`src/hw/rtl/qty_pkg.sv`:
```
package qty_pkg;

  // Datapath widths. The vector needs 35 bits for the largest CORDIC
  // growth of a 34-bit term; one guard bit on top of that.
  localparam int unsigned QuatW  = 16;
  localparam int unsigned ProdW  = 32;
  localparam int unsigned VecW   = 36;
  localparam int unsigned AtanW  = 32;
  localparam int unsigned AccW   = 34;
  localparam int unsigned YawW   = 16;

  localparam logic signed [VecW-1:0] OneQ28    = VecW'(1 << 28);
  localparam logic signed [AccW-1:0] HalfPiQ30 = AccW'(1686629713);
  localparam int                     YawLimit  = 25736;

  // Rotation state handed from cell to cell.
  typedef struct packed {
    logic                   zero;
    logic signed [VecW-1:0] vx;
    logic signed [VecW-1:0] vy;
    logic signed [AccW-1:0] acc;
  } cordic_data_t;

  // atan(2^-i) in Q.30, rounded to nearest.
  function automatic logic [AtanW-1:0] atan_q30(input logic [4:0] idx);
    logic [AtanW-1:0] val;
    case (idx)
      5'd0:    val = 32'd843314857;
      5'd1:    val = 32'd497837829;
      5'd2:    val = 32'd263043837;
      5'd3:    val = 32'd133525159;
      5'd4:    val = 32'd67021687;
      5'd5:    val = 32'd33543516;
      5'd6:    val = 32'd16775851;
      5'd7:    val = 32'd8388437;
      5'd8:    val = 32'd4194283;
      5'd9:    val = 32'd2097149;
      5'd10:   val = 32'd1048576;
      5'd11:   val = 32'd524288;
      5'd12:   val = 32'd262144;
      5'd13:   val = 32'd131072;
      5'd14:   val = 32'd65536;
      5'd15:   val = 32'd32768;
      5'd16:   val = 32'd16384;
      5'd17:   val = 32'd8192;
      5'd18:   val = 32'd4096;
      5'd19:   val = 32'd2048;
      5'd20:   val = 32'd1024;
      5'd21:   val = 32'd512;
      5'd22:   val = 32'd256;
      5'd23:   val = 32'd128;
      default: val = '0;
    endcase
    return val;
  endfunction

endpackage

```
`src/hw/rtl/qty_terms.sv`:
```
// Products, sine/cosine terms, quadrant pre-rotation: three stages.
module qty_terms (
  input  logic                                   clk_i,
  input  logic                                   rst_ni,
  input  logic                                   valid_i,
  input  logic signed [qty_pkg::QuatW-1:0]       quat_w_i,
  input  logic signed [qty_pkg::QuatW-1:0]       quat_x_i,
  input  logic signed [qty_pkg::QuatW-1:0]       quat_y_i,
  input  logic signed [qty_pkg::QuatW-1:0]       quat_z_i,
  output logic                                   valid_o,
  output qty_pkg::cordic_data_t                  data_o
);

  logic [2:0] valid_q;

  logic signed [qty_pkg::ProdW-1:0] p_wz_q, p_xy_q, p_yy_q, p_zz_q;
  logic signed [qty_pkg::VecW-1:0]  s_d, c_d, s_q, c_q;
  qty_pkg::cordic_data_t            data_d, data_q;

  always_ff @(posedge clk_i or negedge rst_ni) begin
    if (!rst_ni) begin
      valid_q <= '0;
    end else begin
      valid_q <= {valid_q[1:0], valid_i};
    end
  end

  // stage 1: products
  always_ff @(posedge clk_i) begin
    p_wz_q <= quat_w_i * quat_z_i;
    p_xy_q <= quat_x_i * quat_y_i;
    p_yy_q <= quat_y_i * quat_y_i;
    p_zz_q <= quat_z_i * quat_z_i;
  end

  // stage 2: S = 2(wz+xy), C = 1 - 2(y^2+z^2), Q.28
  always_comb begin
    s_d = (qty_pkg::VecW'(p_wz_q) + qty_pkg::VecW'(p_xy_q)) <<< 1;
    c_d = qty_pkg::OneQ28 - ((qty_pkg::VecW'(p_yy_q) + qty_pkg::VecW'(p_zz_q)) <<< 1);
  end

  always_ff @(posedge clk_i) begin
    s_q <= s_d;
    c_q <= c_d;
  end

  // stage 3: quarter turn into the right half plane
  always_comb begin
    data_d.zero = (s_q == '0) && (c_q == '0);
    data_d.vx   = c_q;
    data_d.vy   = s_q;
    data_d.acc  = '0;
    if (c_q[qty_pkg::VecW-1]) begin
      if (!s_q[qty_pkg::VecW-1]) begin
        data_d.vx  = s_q;
        data_d.vy  = -c_q;
        data_d.acc = qty_pkg::HalfPiQ30;
      end else begin
        data_d.vx  = -s_q;
        data_d.vy  = c_q;
        data_d.acc = -qty_pkg::HalfPiQ30;
      end
    end
  end

  always_ff @(posedge clk_i) begin
    data_q <= data_d;
  end

  assign valid_o = valid_q[2];
  assign data_o  = data_q;

endmodule

```
`config.mk`:
```
export PLATFORM = sky130hd
export DESIGN_NAME = qty_terms
export DESIGN_NICKNAME = d
export VERILOG_FILES = /design/src/hw/rtl/qty_pkg.sv /design/src/hw/rtl/qty_terms.sv
export SDC_FILE = /design/constraint.sdc
export NUM_CORES = 2
export LEC_CHECK = 0
export BUFFER_PORTS_ARGS = -buffer_cell sky130_fd_sc_hd__buf_2
export CORE_AREA = 4 4 351 353
export DETAILED_ROUTE_END_ITERATION = 10
export DIE_AREA = 0 0 355 357
export SKIP_CTS_REPAIR_TIMING = 1
export SYNTH_ARGS = -nofsm -noshare
export SYNTH_HDL_FRONTEND = slang
export SYNTH_SLANG_ARGS = --single-unit
```
`constraint.sdc`:
```
create_clock -name clk_i -period 5.3 [get_ports clk_i]
set_clock_uncertainty 0.15 [all_clocks]
set_input_delay 1.06 -clock clk_i [delete_from_list [all_inputs] [get_ports clk_i]]
set_output_delay 1.06 -clock clk_i [all_outputs]
set_load 0.02 [all_outputs]
```
==> results.md <==
* Layout Cells excl Fill at 7757
* Register area at 0.00543 mm2
* Largest net degree at the start of global routing at 118
* Drt first pass iters at 7
* Gr ovfl total at 0
* Top cell by count, worst path: fa_1
* RePlAce Congestion at 0.915
* Total Wirelength at 126000 um
* Multi-input logic area at 0.0398 mm2
* ANT nets after route at 0
* Final hold slack at 0.0867 ns
* IO Port Bufs at 172
* Unique cell type count in the Yosys netlist at 91
* Critical path required time at 5.66 ns
* Synthesis-to-finish area growth at 24.2%
* Die area at 0.127 mm2
* Worst-Margin Slew at 1.29 ns
* Fraction of registers with async set/reset at 0.0111
* Number of synthesized flops with an enable pin at 0
* Delay-heaviest family, CP: adder cells
* Normalized max-slew margin at 0.133
* Synth Register Bits at 270
* # clock sinks at 270
* Worst-path fanout max at 4
* CTS max path bufs at 3
* Slowest cell delay on critical path at 0.61 ns
* Max Clk Rate at 152 MHz
* Routed via count at 37.2k
* Vias/cell at 4.80
* Synth warnings at 0
* Status: complete, but fails checks
* TritonCTS buffer count at 29
* Hold Path Class: primary input to async pin
* Drt wl/cell at 16.2 um
* Placed Cells at 7634
* R2R Setup Slk at 0.61 ns
* Crit share post-route at 1.24
* Highest-delay cell along the critical path: fa_1
* Max-slew violations at 0
* Die W at 355 um
* Total track usage at 0.199
* Insertion delay to the later sink of the worst-skew pair at 0.60 ns
* Sequential share of the synthesized area at 0.111
* Setup CP Type: primary input to register
* Post-DP Area at 0.0575 mm2
* Setup violators final at 78
* CP endpoint kind: register
* Data arrival, critical path at 6.95 ns
* Placeable Area at 0.120 mm2
* Buffer and inverter count on the worst path at 4
* Critical path launch point type: primary input
* Antenna violations before repair at 14
* Detailed Route Iter0 Violations at 1862
* Share of cells above drive strength 1 at 0.240
* Fin crit period at 6.60 ns
* Starting Density at 0.408
* Clk root buf: clkbuf_16
* Design area at 0.0608 mm2
* Vias in the first global route at 39.5k
* Reg-to-reg endpoint: c_q[33]
* First-pass GRT wire length at 202000 um
* RSZ-0062 raised after global routing: true
* Detailed Place HPWL at 108000 um
* Mapped cell area at 0.0489 mm2
* Worst r2r src: p_yy_q[2]
* FP Rows at 127
* Syn Inst Count at 5329
* Number of max-cap violations at 0
* Most used DFF post-synth: dfxtp_1
* Worst reg2reg path depth at 13
* Fillers at 11.2k
* Final net count at 7596
* Clock H-tree levels at 1
* # DRC at 0
* Clock slew at reported path FFs at 0.06 ns
* Failing checks: negative setup slack
* Avg Cell Area, Syn at 9.18 um2
* Final WS setup at -1.30 ns
* Count of final hold-check violations at 0
* CP cell instances: buf_8 -> buf_6 -> and2_4 -> fa_1 -> inv_2 -> fa_2 -> fa_1 -> fa_1 -> inv_2 -> fa_1 -> fa_1 -> ha_4 -> o21ai_2 -> nand2b_1 -> nor3b_2 -> nand3_1 -> o311ai_4 -> a211oi_4 -> o31ai_2 -> or4_4 -> a31o_4 -> a21oi_2 -> xnor2_1
* Die Ht at 357 um
* CTS tree: built
* IO Count at 175
## per-layer routing
layer | wire length (um) | up-vias | global-route usage
li1 | - | 17700 | -
met1 | 54100 | 18700 | 0.265
met5 | 34 | - | 0
met3 | 6620 | 120 | 0.0253
met2 | 63300 | 686 | 0.355
met4 | 1880 | 4 | 0.0282
## worst max path at each step
stage | startpoint | to | slack (ns) | cells after the start
2_1_floorplan | quat_y_i[9] | p_xy_q[31] | -1.60 | 25
3_5_place_dp | quat_z_i[15] | p_zz_q[30] | -1.94 | 23
4_1_cts | quat_z_i[15] | p_zz_q[30] | -1.31 | 23
6_report | quat_x_i[5] | p_xy_q[31] | -1.30 | 23
5_1_grt | quat_x_i[5] | p_xy_q[31] | -1.51 | 23
3_3_place_gp | quat_z_i[15] | p_zz_q[30] | -1.88 | 23
## state kept, by name, summed over array words and instances (netlist names)
name and cells:
p_xy_q 32, p_wz_q 32, s_q 33, c_q 34, p_yy_q 31, valid_q 3
p_zz_q 31, data_o 74
## stage by stage
| step | TNS, ns | utilization | setup WS, ns |
|---|---|---|---|
| after floorplan | -66.24 | - | -1.60 |
| after global placement | -114.95 | 0.480 | -1.88 |
| after detailed placement | -119.01 | 0.480 | -1.94 |
| after CTS | -62.24 | 0.488 | -1.31 |
| after global routing | -64.04 | 0.507 | -1.51 |
| final | -51.51 | 0.507 | -1.30 |
## cells in the mapped netlist, drive strengths merged (15+ instances only)
cell type / instances / area share
xor2: 86 / 0.015
nand2b: 37 / 0.0047
ha: 414 / 0.11
inv: 1242 / 0.095
dfxtp: 267 / 0.11
nand3: 30 / 0.0031
o31ai: 18 / 0.0028
a211oi: 15 / 0.0024
o21a: 27 / 0.0042
buf: 44 / 0.0066
and3: 18 / 0.0023
fa: 993 / 0.41
o21bai: 25 / 0.0038
nand2: 475 / 0.036
and2: 322 / 0.041
a31o: 16 / 0.0029
xnor2: 207 / 0.037
clkbuf: 166 / 0.013
a21oi: 223 / 0.023
o21ai: 87 / 0.0091
a21o: 86 / 0.013
nor3: 50 / 0.0052
nor2b: 23 / 0.0029
nor2: 262 / 0.020
## logic make-up after synthesis
kind of cell               after synthesis  synth area share
xor gates and xnor gates               293            0.0526
muxes                                   11           0.00225
buffers and inverters                 1455             0.115
other                                    1         0.0000767
DFF                                    270             0.111
adders and majority gates             1407             0.512
AOI/OAI and AO/OA                      597            0.0791
and+or+nand+nor                       1295             0.128
## area by class of cell
type,count,share of cell area
well taps,1612,0.0332
repair buffers,969,0.130
clock inverters,11,0.00191
multi-input cells,3607,0.655
inverters,1245,0.0774
flip-flops and latches,270,0.0893
diodes,2,0.0000824
clock buffers,41,0.0135
## placed cells by master, fill, tap and decap left out, types with 36 or more instances in the layout
cell | synthesis | final
a21o_1 | 84 | 84
a21oi_1 | 221 | 166
a21oi_2 | 2 | 51
and2_1 | 320 | 271
and2_4 | 1 | 50
buf_12 | 0 | 36
buf_2 | 2 | 137
buf_4 | 37 | 691
buf_6 | 2 | 82
clkbuf_16 | 0 | 36
dfxtp_1 | 267 | 265
fa_1 | 993 | 945
fa_2 | 0 | 48
ha_1 | 414 | 365
ha_4 | 0 | 39
inv_1 | 1242 | 1182
inv_2 | 0 | 56
nand2_1 | 475 | 447
nor2_1 | 262 | 238
nor3_1 | 49 | 44
o21ai_0 | 80 | 49
xnor2_1 | 206 | 189
xor2_1 | 86 | 83
Power is left out: the tool's default activity adds up to more than one toggle a clock period on the data nets, which glitch-free logic cannot reach.
